$ cat src/sv/aeske_pkg.sv
// ----------------------------------------------------------------------------
// aeske_pkg: shared types, tables and microcode for the AES-128 key expansion
// Holds the S-box, the round constants, the control word layout and the
// sequencer program.
// ----------------------------------------------------------------------------
`timescale 1ns / 1ps
`default_nettype none

package aeske_pkg;

  // Number of round-key words in one run, and the index of the final word
  localparam int unsigned NumWords = 44;
  localparam int unsigned IdxW     = 6;
  localparam logic [IdxW-1:0] LastIdx = IdxW'(NumWords - 1);

  // Program counter width of the sequencer
  localparam int unsigned PcW = 2;

  // Step addresses of the program
  localparam logic [PcW-1:0] StepWait = 2'd0;
  localparam logic [PcW-1:0] StepKey  = 2'd1;
  localparam logic [PcW-1:0] StepSub  = 2'd2;
  localparam logic [PcW-1:0] StepXor  = 2'd3;

  // Datapath operation of one step
  typedef enum logic [1:0] {
    OP_WAIT = 2'd0,  // take a new key
    OP_KEY  = 2'd1,  // emit a key word and rotate the window
    OP_SUB  = 2'd2,  // emit w[i-4] ^ SubWord(RotWord(w[i-1])) ^ rcon
    OP_XOR  = 2'd3   // emit w[i-4] ^ w[i-1]
  } op_t;

  // Jump condition of one step
  typedef enum logic [1:0] {
    COND_ALWAYS    = 2'd0,
    COND_ACCEPT    = 2'd1,
    COND_GROUP_END = 2'd2,  // word index at the last word of a group of four
    COND_NEVER     = 2'd3
  } cond_t;

  // One control word
  typedef struct packed {
    op_t            op;
    cond_t          cond;
    logic [PcW-1:0] target;  // taken when cond holds, else the step repeats
    logic           fin;     // return to the wait step after the final word
  } ctrl_t;

  // Sequencer program
  function automatic ctrl_t ucode_rom(input logic [PcW-1:0] pc);
    ctrl_t cw;
    unique case (pc)
      StepWait: cw = '{op: OP_WAIT, cond: COND_ACCEPT,    target: StepKey,  fin: 1'b0};
      StepKey:  cw = '{op: OP_KEY,  cond: COND_GROUP_END, target: StepSub,  fin: 1'b0};
      StepSub:  cw = '{op: OP_SUB,  cond: COND_ALWAYS,    target: StepXor,  fin: 1'b0};
      StepXor:  cw = '{op: OP_XOR,  cond: COND_GROUP_END, target: StepSub,  fin: 1'b1};
      default:  cw = '{op: OP_WAIT, cond: COND_NEVER,     target: StepWait, fin: 1'b0};
    endcase
    return cw;
  endfunction

  // Round constants, indexed by round number 1 to 10
  localparam logic [7:0] Rcon1  = 8'h01;
  localparam logic [7:0] Rcon2  = 8'h02;
  localparam logic [7:0] Rcon3  = 8'h04;
  localparam logic [7:0] Rcon4  = 8'h08;
  localparam logic [7:0] Rcon5  = 8'h10;
  localparam logic [7:0] Rcon6  = 8'h20;
  localparam logic [7:0] Rcon7  = 8'h40;
  localparam logic [7:0] Rcon8  = 8'h80;
  localparam logic [7:0] Rcon9  = 8'h1b;
  localparam logic [7:0] Rcon10 = 8'h36;

  function automatic logic [7:0] rcon_byte(input logic [3:0] rnd);
    logic [7:0] r;
    case (rnd)
      4'd1:    r = Rcon1;
      4'd2:    r = Rcon2;
      4'd3:    r = Rcon3;
      4'd4:    r = Rcon4;
      4'd5:    r = Rcon5;
      4'd6:    r = Rcon6;
      4'd7:    r = Rcon7;
      4'd8:    r = Rcon8;
      4'd9:    r = Rcon9;
      4'd10:   r = Rcon10;
      default: r = 8'h00;
    endcase
    return r;
  endfunction

  // Forward S-box
  localparam logic [7:0] SBOX [256] = '{
    8'h63,8'h7c,8'h77,8'h7b,8'hf2,8'h6b,8'h6f,8'hc5,8'h30,8'h01,8'h67,8'h2b,8'hfe,8'hd7,8'hab,8'h76,
    8'hca,8'h82,8'hc9,8'h7d,8'hfa,8'h59,8'h47,8'hf0,8'had,8'hd4,8'ha2,8'haf,8'h9c,8'ha4,8'h72,8'hc0,
    8'hb7,8'hfd,8'h93,8'h26,8'h36,8'h3f,8'hf7,8'hcc,8'h34,8'ha5,8'he5,8'hf1,8'h71,8'hd8,8'h31,8'h15,
    8'h04,8'hc7,8'h23,8'hc3,8'h18,8'h96,8'h05,8'h9a,8'h07,8'h12,8'h80,8'he2,8'heb,8'h27,8'hb2,8'h75,
    8'h09,8'h83,8'h2c,8'h1a,8'h1b,8'h6e,8'h5a,8'ha0,8'h52,8'h3b,8'hd6,8'hb3,8'h29,8'he3,8'h2f,8'h84,
    8'h53,8'hd1,8'h00,8'hed,8'h20,8'hfc,8'hb1,8'h5b,8'h6a,8'hcb,8'hbe,8'h39,8'h4a,8'h4c,8'h58,8'hcf,
    8'hd0,8'hef,8'haa,8'hfb,8'h43,8'h4d,8'h33,8'h85,8'h45,8'hf9,8'h02,8'h7f,8'h50,8'h3c,8'h9f,8'ha8,
    8'h51,8'ha3,8'h40,8'h8f,8'h92,8'h9d,8'h38,8'hf5,8'hbc,8'hb6,8'hda,8'h21,8'h10,8'hff,8'hf3,8'hd2,
    8'hcd,8'h0c,8'h13,8'hec,8'h5f,8'h97,8'h44,8'h17,8'hc4,8'ha7,8'h7e,8'h3d,8'h64,8'h5d,8'h19,8'h73,
    8'h60,8'h81,8'h4f,8'hdc,8'h22,8'h2a,8'h90,8'h88,8'h46,8'hee,8'hb8,8'h14,8'hde,8'h5e,8'h0b,8'hdb,
    8'he0,8'h32,8'h3a,8'h0a,8'h49,8'h06,8'h24,8'h5c,8'hc2,8'hd3,8'hac,8'h62,8'h91,8'h95,8'he4,8'h79,
    8'he7,8'hc8,8'h37,8'h6d,8'h8d,8'hd5,8'h4e,8'ha9,8'h6c,8'h56,8'hf4,8'hea,8'h65,8'h7a,8'hae,8'h08,
    8'hba,8'h78,8'h25,8'h2e,8'h1c,8'ha6,8'hb4,8'hc6,8'he8,8'hdd,8'h74,8'h1f,8'h4b,8'hbd,8'h8b,8'h8a,
    8'h70,8'h3e,8'hb5,8'h66,8'h48,8'h03,8'hf6,8'h0e,8'h61,8'h35,8'h57,8'hb9,8'h86,8'hc1,8'h1d,8'h9e,
    8'he1,8'hf8,8'h98,8'h11,8'h69,8'hd9,8'h8e,8'h94,8'h9b,8'h1e,8'h87,8'he9,8'hce,8'h55,8'h28,8'hdf,
    8'h8c,8'ha1,8'h89,8'h0d,8'hbf,8'he6,8'h42,8'h68,8'h41,8'h99,8'h2d,8'h0f,8'hb0,8'h54,8'hbb,8'h16
  };

  // Apply the S-box to each byte of a word
  function automatic logic [31:0] sub_word(input logic [31:0] w);
    return {SBOX[w[31:24]], SBOX[w[23:16]], SBOX[w[15:8]], SBOX[w[7:0]]};
  endfunction

endpackage : aeske_pkg

`default_nettype wire

$ cat src/sv/aes128_key_expansion.sv
// ----------------------------------------------------------------------------
// aes128_key_expansion: AES-128 key schedule, one round-key word per cycle unless stalled
// Takes a 128-bit cipher key and streams out the 44 round-key words in order.
// ----------------------------------------------------------------------------
`timescale 1ns / 1ps
`default_nettype none

// One key item yields 44 output items, word 0 first, with tlast on word 43.
// A four-step microcode program drives a window of the last four words and a
// single SubWord path; every step after the key is taken emits one word, and
// output backpressure holds the sequencer. A new key is taken only in the
// wait step, which follows the cycle that issues word 43.
module aes128_key_expansion (
  input  wire logic         clk,
  input  wire logic         rst_n,
  input  wire logic         in_tvalid,
  output logic              in_tready,
  input  wire logic [127:0] in_tdata,    // [63:0] key_high, [127:64] key_low
  output logic              out_tvalid,
  input  wire logic         out_tready,
  output logic [39:0]       out_tdata,   // [5:0] word_index, [37:6] round_word, [39:38] zero
  output logic              out_tlast    // last_word
);
  import aeske_pkg::*;

  logic [PcW-1:0]  pc_r, pc_nxt;
  logic [IdxW-1:0] idx_r, idx_nxt;
  logic [31:0]     win_r [4];
  logic [31:0]     win_nxt [4];
  logic            ovalid_r, ovalid_nxt;
  logic [IdxW-1:0] oidx_r;
  logic [31:0]     oword_r;
  logic            olast_r;

  ctrl_t       cw;
  logic        in_acc;
  logic        out_free;
  logic        emit;
  logic        advance;
  logic        group_end;
  logic        cond_hit;
  logic [31:0] prev_rot;
  logic [31:0] new_word;
  logic [31:0] emit_word;

  // Decode the current step
  assign cw        = ucode_rom(pc_r);
  assign in_tready = (cw.op == OP_WAIT);
  assign in_acc    = in_tvalid && in_tready;
  assign out_free  = !ovalid_r || out_tready;
  assign emit      = (cw.op != OP_WAIT) && out_free;
  assign advance   = (cw.op == OP_WAIT) ? in_acc : out_free;
  assign group_end = (idx_r[1:0] == 2'd3);

  // Evaluate the jump condition
  always_comb begin
    case (cw.cond)
      COND_ALWAYS:    cond_hit = 1'b1;
      COND_ACCEPT:    cond_hit = in_acc;
      COND_GROUP_END: cond_hit = group_end;
      default:        cond_hit = 1'b0;
    endcase
  end

  // Compute the next expanded word
  assign prev_rot = {win_r[3][23:0], win_r[3][31:24]};
  always_comb begin
    if (cw.op == OP_SUB) begin
      new_word = win_r[0] ^ sub_word(prev_rot) ^ {rcon_byte(idx_r[5:2]), 24'h000000};
    end else begin
      new_word = win_r[0] ^ win_r[3];
    end
  end
  assign emit_word = (cw.op == OP_KEY) ? win_r[0] : new_word;

  // Sequence the program and shift the word window
  always_comb begin
    pc_nxt  = pc_r;
    idx_nxt = idx_r;
    win_nxt = win_r;
    if (advance) begin
      if (cw.fin && (idx_r == LastIdx)) begin
        pc_nxt = StepWait;
      end else if (cond_hit) begin
        pc_nxt = cw.target;
      end
    end
    unique case (cw.op)
      OP_WAIT: begin
        if (in_acc) begin
          win_nxt[0] = in_tdata[63:32];
          win_nxt[1] = in_tdata[31:0];
          win_nxt[2] = in_tdata[127:96];
          win_nxt[3] = in_tdata[95:64];
          idx_nxt    = '0;
        end
      end
      OP_KEY: begin
        if (emit) begin
          win_nxt = '{win_r[1], win_r[2], win_r[3], win_r[0]};
          idx_nxt = idx_r + IdxW'(1);
        end
      end
      OP_SUB, OP_XOR: begin
        if (emit) begin
          win_nxt = '{win_r[1], win_r[2], win_r[3], new_word};
          idx_nxt = idx_r + IdxW'(1);
        end
      end
      default: ;
    endcase
  end

  // Hold the output item until it is taken
  always_comb begin
    ovalid_nxt = ovalid_r;
    if (emit) begin
      ovalid_nxt = 1'b1;
    end else if (out_tready) begin
      ovalid_nxt = 1'b0;
    end
  end

  always_ff @(posedge clk) begin
    if (!rst_n) begin
      pc_r     <= StepWait;
      ovalid_r <= 1'b0;
    end else begin
      pc_r     <= pc_nxt;
      ovalid_r <= ovalid_nxt;
    end
  end

  always_ff @(posedge clk) begin
    idx_r <= idx_nxt;
    win_r <= win_nxt;
    if (emit) begin
      oidx_r  <= idx_r;
      oword_r <= emit_word;
      olast_r <= (idx_r == LastIdx);
    end
  end

  assign out_tvalid = ovalid_r;
  assign out_tdata  = {2'b00, oword_r, oidx_r};
  assign out_tlast  = olast_r;

`ifndef SYNTHESIS
  // A taken key starts the run at word zero in the key step
  a_start: assert property (@(posedge clk) disable iff (!rst_n)
    in_tvalid && in_tready |=> (pc_r == StepKey) && (idx_r == '0))
    else $error("key accept did not start a new run");

  // The SubWord step only ever runs on the first word of a group after the key
  a_sub_align: assert property (@(posedge clk) disable iff (!rst_n)
    (pc_r == StepSub) |-> (idx_r[1:0] == 2'd0) && (idx_r != '0))
    else $error("SubWord step off its group boundary");

  // The final flag goes with word 43 only
  a_last: assert property (@(posedge clk) disable iff (!rst_n)
    out_tvalid |-> (out_tlast == (out_tdata[5:0] == LastIdx)))
    else $error("last flag does not match word index");
`endif

endmodule : aes128_key_expansion

`default_nettype wire
$ cat config.mk
export PLATFORM = sky130hd
export DESIGN_NAME = aes128_key_expansion
export DESIGN_NICKNAME = d
export VERILOG_FILES = /design/src/sv/aeske_pkg.sv /design/src/sv/aes128_key_expansion.sv
export SDC_FILE = /design/constraint.sdc
export NUM_CORES = 1
export LEC_CHECK = 0
export ABC_CLOCK_PERIOD_IN_PS = 5000
export BUFFER_PORTS_ARGS = -buffer_cell sky130_fd_sc_hd__buf_2
export CORE_ASPECT_RATIO = 0.7
export CORE_UTILIZATION = 25
export CTS_BUF_LIST = sky130_fd_sc_hd__clkbuf_16
export CTS_CLUSTER_SIZE = 40
export DETAILED_ROUTE_END_ITERATION = 10
export MAX_ROUTING_LAYER = met4
export PLACE_DENSITY = 0.36
export REMOVE_ABC_BUFFERS = 1
export SLEW_MARGIN = 20
export SYNTH_ARGS = -nofsm -noshare
export SYNTH_HDL_FRONTEND = slang
export SYNTH_SLANG_ARGS = --single-unit
export TNS_END_PERCENT = 1
$ cat constraint.sdc
create_clock -name clk -period 5 [get_ports clk]
set_input_delay 0.75 -clock clk [delete_from_list [all_inputs] [get_ports clk]]
set_output_delay 0.75 -clock clk [all_outputs]
set_load 0.01 [all_outputs]
After elaboration in Yosys (flattened, before gate mapping)
Memories as Yosys holds them, arrays and structs flattened. A register that Yosys moved wholly into a read port is not among the register bits. Cells that the tools add are included.

Bits in registers: 176. Word-level logic and storage cells: 83. Memories: 5. ROM bits: 8320. Bits of input ports: 132. Output and inout port bits: 43.

Bitwise gates (word level): 7. Eq/ne operators: 14. Reductions and logical operators: 16. Add/subtract/negate cells: 1. $lt $le $gt $ge: 4. Multiplexer cells: 26.

Memory list: (name not given) (depth 256, width 8, read ports 1, clocked after Yosys merged registers in 0, wr ports 0, RTL line aeske_pkg.sv:114) `return {SBOX[w[31:24]], SBOX[w[23:16]], SBOX[w[15:8]], SBOX[w[7:0]]};`; (name not given) (depth 256, width 8, read ports 1, clocked after Yosys merged registers in 0, wr ports 0, RTL line aeske_pkg.sv:114); (name not given) (depth 256, width 8, read ports 1, clocked after Yosys merged registers in 0, wr ports 0, RTL line aeske_pkg.sv:114); (name not given) (depth 256, width 8, read ports 1, clocked after Yosys merged registers in 0, wr ports 0, RTL line aeske_pkg.sv:114); (name not given) (depth 16, width 8, read ports 1, clocked after Yosys merged registers in 1, wr ports 0, RTL line aeske_pkg.sv:76) `case (rnd)`.

Operators with widths (count): 2-to-1 mux 128 bit (3); case mux 128 bit (3 select lines) (1); bitwise XOR 32 bit (3); 2-to-1 mux 8 bit (9); 2-to-1 mux 32 bit (2); greater-or-equal comparator 9 bit (second input constant) (4); NOT 8 -> 9 bit (4); case mux 7 bit (4 select lines) (1); == test 2 bit (second input constant) (6); 2-to-1 mux 6 bit (2); case mux 6 bit (2 select lines) (1); adder 6 x 1 -> 6 bit (second input constant) (1); == test 2 x 1 -> 1 bit (second input constant) (3); == test 6 bit (second input constant) (1); zero test 2 bit (3); nonzero test 2 bit (3); 2-to-1 mux 2 bit (2); 2-to-1 mux 4 bit (1); != test 2 x 1 -> 1 bit (second input constant) (2); != test 2 bit (second input constant) (2); AND reduction 2 bit (2); logical AND 1 bit (3); 2-to-1 mux 1 bit (3); case mux 1 bit (3 select lines) (1); 5 further kinds (5).

Logic depth before layout (Yosys ltp)
Depth in word-level cells: 9. Mapped depth: 12. Depth with buffers taken out: 9.

Worst setup path before layout
No wires, ideal clock.

Kind: input to register. From: in out_tready. To: reg win_r (netlist bit prev_rot[0]) (enable). Arrival time: 3.640 ns. Slack: 0.879 ns. Stages on the path: 5. Data required time: 4.520 ns. Buffers on the path: 1. Library setup time: 0.480 ns. Cells stage by stage: nor2b_1 > buf_1 > nand2_1 > o21ai_0 > inv_1.

Longest elaborated chain between the ends: 4. Elaborated cells on any way between the ends: 5. Those cells by class: 2 x eq/ne; 3 x reduce/logical.

Ends and longest elaborated chain: start, declared (RTL line aes128_key_expansion.sv:20) `input wire logic out_tready,`; logical OR 1 bit (*) (RTL line aes128_key_expansion.sv:50) `assign out_free = !ovalid_r || out_tready;`; logical AND 1 bit (*) (RTL line aes128_key_expansion.sv:51) `assign emit = (cw.op != OP_WAIT) && out_free;`; != test 2 bit (no line); AND reduction 3 bit (no line) (*); end signal, assigned (RTL line aes128_key_expansion.sv:136) `win_r <= win_nxt;`; end, declared (RTL line aes128_key_expansion.sv:28) `logic [31:0] win_r [4];`.

Every way passes the cells marked *; elsewhere a longest branch is shown, timed or not. A chain may end at the register's enable or synchronous reset.

Worst setup path in the final report
From: reg win_r (netlist bit prev_rot[25]). To: reg oword_r[29], data pin.

Longest elaborated chain between the ends: 8.

Ends and longest elaborated chain: NOT 8 -> 9 bit (implied by the code) (RTL line aeske_pkg.sv:114); memory read (256 x 8 bit); 2-to-1 mux 8 bit (implied by the code) (2 in a row) (RTL line aeske_pkg.sv:114); bitwise XOR 32 bit (2 in a row) (RTL line aes128_key_expansion.sv:69) `new_word = win_r[0] ^ sub_word(prev_rot) ^ {rcon_byte(idx_r[5:2]), 24'h000000};`; 2-to-1 mux 32 bit (RTL line aes128_key_expansion.sv:68) `if (cw.op == OP_SUB) begin`; 2-to-1 mux 32 bit (RTL line aes128_key_expansion.sv:74) `assign emit_word = (cw.op == OP_KEY) ? win_r[0] : new_word;`; via emit_word[29] (RTL line aes128_key_expansion.sv:44) `logic [31:0] emit_word;`; end signal, assigned (RTL line aes128_key_expansion.sv:139) `oword_r <= emit_word;`; end, declared (RTL line aes128_key_expansion.sv:32) `logic [31:0] oword_r;`.

The timed path passes the listed nets, and every way through them passes these cells. The select of a mux whose other input is x is not followed.

==> flow_summary.json <==
{
  "outcome": "finished, final reports clean",
  "nFillCells": 10300,
  "crit_fanout": 34,
  "grt-ovfl-total": 0,
  "io_buffers": 172,
  "slowest_delay_ns": 0.70,
  "syn_inst": 3027,
  "drt-initial-drc-count": 3077,
  "grt_max_degree": 142,
  "switchingPower_mw": 6.19,
  "ys_ff_latch": 184,
  "grt_pass1_vias": 24200,
  "sequentialPowerShare": 0.200,
  "hpwl_um": 92100,
  "critPathArrivalTime_ns": 4.72,
  "internal_power_mw": 5.48,
  "cp-end-kind": "flop",
  "drv_slew": 0,
  "die_h_um": 261,
  "ys.flop_type": "edfxtp_1",
  "clk_latency_ns": 0.53,
  "synth_most_common_cell": "nand2_1",
  "highest_layer": "met4",
  "clockBufferDepth": 2,
  "drc": 0,
  "ant_nets": 0,
  "post-place-cells": 4206,
  "fin_worst_skew_ns": 0.0355,
  "timing.final.ws_setup_ns": 0.602,
  "cts_tree": "done",
  "rsz0062_at_grt": "no",
  "cp_top_family": "compound AO/OA/AOI/OAI gates",
  "final_cells": 4240,
  "fin_crit_ns": 4.40,
  "maxSlewHeadroom": 0.193,
  "yosys_warnings": 0,
  "grt_usage": 0.270,
  "final_cell_area_um2": 26400,
  "swShare": 0.530,
  "worst_pin_slew_ns": 1.21,
  "total_power_mw": 11.7,
  "pin_count": 175,
  "synth_area_leaders": "edfxtp_1 22%, mux4_2 9.0%, nand2_1 6.5%",
  "syn_avg_cell_area_um2": 7.90,
  "min_period_over_period": 0.880,
  "hold_viol_final": 0,
  "cts-root-buf": "clkbuf_16",
  "first_pass_iters": 6,
  "core_um2": 94300,
  "fmax_ghz": 0.227,
  "ys_seq_area_frac": 0.227,
  "nets": 3174,
  "numClockSinks": 184,
  "rows": 94,
  "cp-start-kind": "flop",
  "crit_top_cell": "buf_4",
  "vdd_drop_max_uv": 311,
  "via_per_inst": 6.12,
  "areaGrowthSynthToFinish_pct": 10.5,
  "combPwrFrac": 0.675,
  "vias": 26000,
  "synth_top_area_frac": 0.217,
  "hold_ws_ns": 0.473,
  "wl_met2_um": 52100,
  "synth.distinct_cells": 96,
  "syn_area_um2": 23900,
  "crit_path_top_delay_cell": "a211oi_1",
  "gp_congestion": 0.989,
  "async_flop_share": 0,
  "worst-setup-path-type": "flop to flop",
  "wl_per_cell_um": 30.7,
  "finalSetupViolations": 0,
  "dieArea_um2": 96900,
  "wl_met3_um": 11400,
  "htreeDepth": 4,
  "die_w_um": 372,
  "antenna_found_initial": 6,
  "post_cts_resized": 0,
  "crit_chain": "buf_4 > ha_1 > and2_1 > nor3_1 > a311oi_1 > o221ai_1 > a211oi_1 > buf_4 > xnor3_1 > o21ai_0",
  "routed_wl_um": 130000,
  "max_cap_viol_count": 0,
  "initial_core_util": 0.253,
  "worst-path-buf-inv": 2,
  "clk_pin_slew_ns": 0.09,
  "pre_cts_ws_ns": 0.876,
  "tns_ns": 0,
  "cts_setup_buffers": 0,
  "yosys.area.top_type": "edfxtp_1",
  "synthTopCellsByCount": "415 x nand2_1, 230 x o21ai_0, 202 x nor2_1",
  "synth-edff-count": 173,
  "holdBufCountCts": 0,
  "cts_buffers": 17,
  "dpl_cell_area_um2": 25800,
  "route.layer.met1.wl_um": 65300,
  "p_per_area_nw_per_um2": 442,
  "drive_gt1_frac": 0.165,
  "min_path_type": "input pin to flop",
  "utilization": 0.280,
  "clkPwrFrac": 0.126,
  "p_leak_nw": 9.76,
  "grt_pass1_wl_um": 186000,
  "r2r_slack_ns": 0.60,
  "cp.required_ns": 5.32
}
-- layout make-up --
type / instances / area [um^2] / area share
multi-input cells: 2423 / 16700 / 0.633
flip-flops and latches: 184 / 5420 / 0.205
repair buffers: 285 / 1860 / 0.0705
well taps: 1248 / 1560 / 0.0591
clock buffers: 17 / 425 / 0.0161
inverters: 66 / 258 / 0.00976
clock inverters: 15 / 160 / 0.00606
diodes: 2 / 5.00 / 0.000189
-- per-layer routing --
metal	GRT usage	up-vias
li1	-	11300
met1	0.418	13200
met2	0.360	1352
met3	0.0521	95
met4	0.0368	0
met5	-	-
-- layout by cell type (no fill, tap or decap), types with 35 or more instances in the layout --
cell type  count
nand2_1      413
o21ai_0      230
nor2_1       199
edfxtp_1     173
buf_2        172
a21oi_1      157
buf_4        100
mux4_2        95
mux2i_1       94
nor2b_1       88
nand3_1       82
nor3_1        81
nand2b_1      76
ha_1          65
inv_1         50
o211ai_1      47
a31oi_1       45
o31ai_1       45
a311oi_1      39
a211oi_1      37
o311ai_0      35
-- power by group through the flow --
stage,Combinational (mW),Sequential [mW],Clock [mW]
2_1_floorplan,4.14,2.83,0
5_1_grt,8.29,2.37,1.57
3_3_place_gp,7.78,2.37,0
3_5_place_dp,7.63,2.37,0
6_report,7.88,2.33,1.47
4_1_cts,7.67,2.34,1.56
-- state kept, by name, indices dropped and copies added, names as in the netlist, named ones only --
| name | count |
|---|---|
| oidx_r | 6 |
| idx_r | 6 |
| prev_rot | 32 |
| win_r | 96 |
| oword_r | 32 |
| out_tvalid | 1 |
| pc_r | 2 |
| out_tlast | 1 |
-- path summary, 6_finish.rpt --
path	from	endpoint	depth (start not counted)
max	prev_rot[25]	oword_r[29]	10
min	rst_n	out_tvalid	2
min reg2reg	idx_r[1]	oidx_r[1]	0
max reg2reg	prev_rot[25]	oword_r[29]	10
-- kinds of logic (layout without fill, tap and decap cells) --
family / Yosys count / in the layout / synth area share
simple gates: 1142 / 1142 / 0.231
compound gates: 953 / 953 / 0.275
buf+inv: 421 / 383 / 0.0752
mux: 207 / 207 / 0.137
flops: 184 / 184 / 0.227
fa+ha+maj: 66 / 66 / 0.0344
xor+xnor: 53 / 53 / 0.0206
other cells: 1 / 4 / 0.000157
Note: power is estimated with default switching activity, not from simulation.
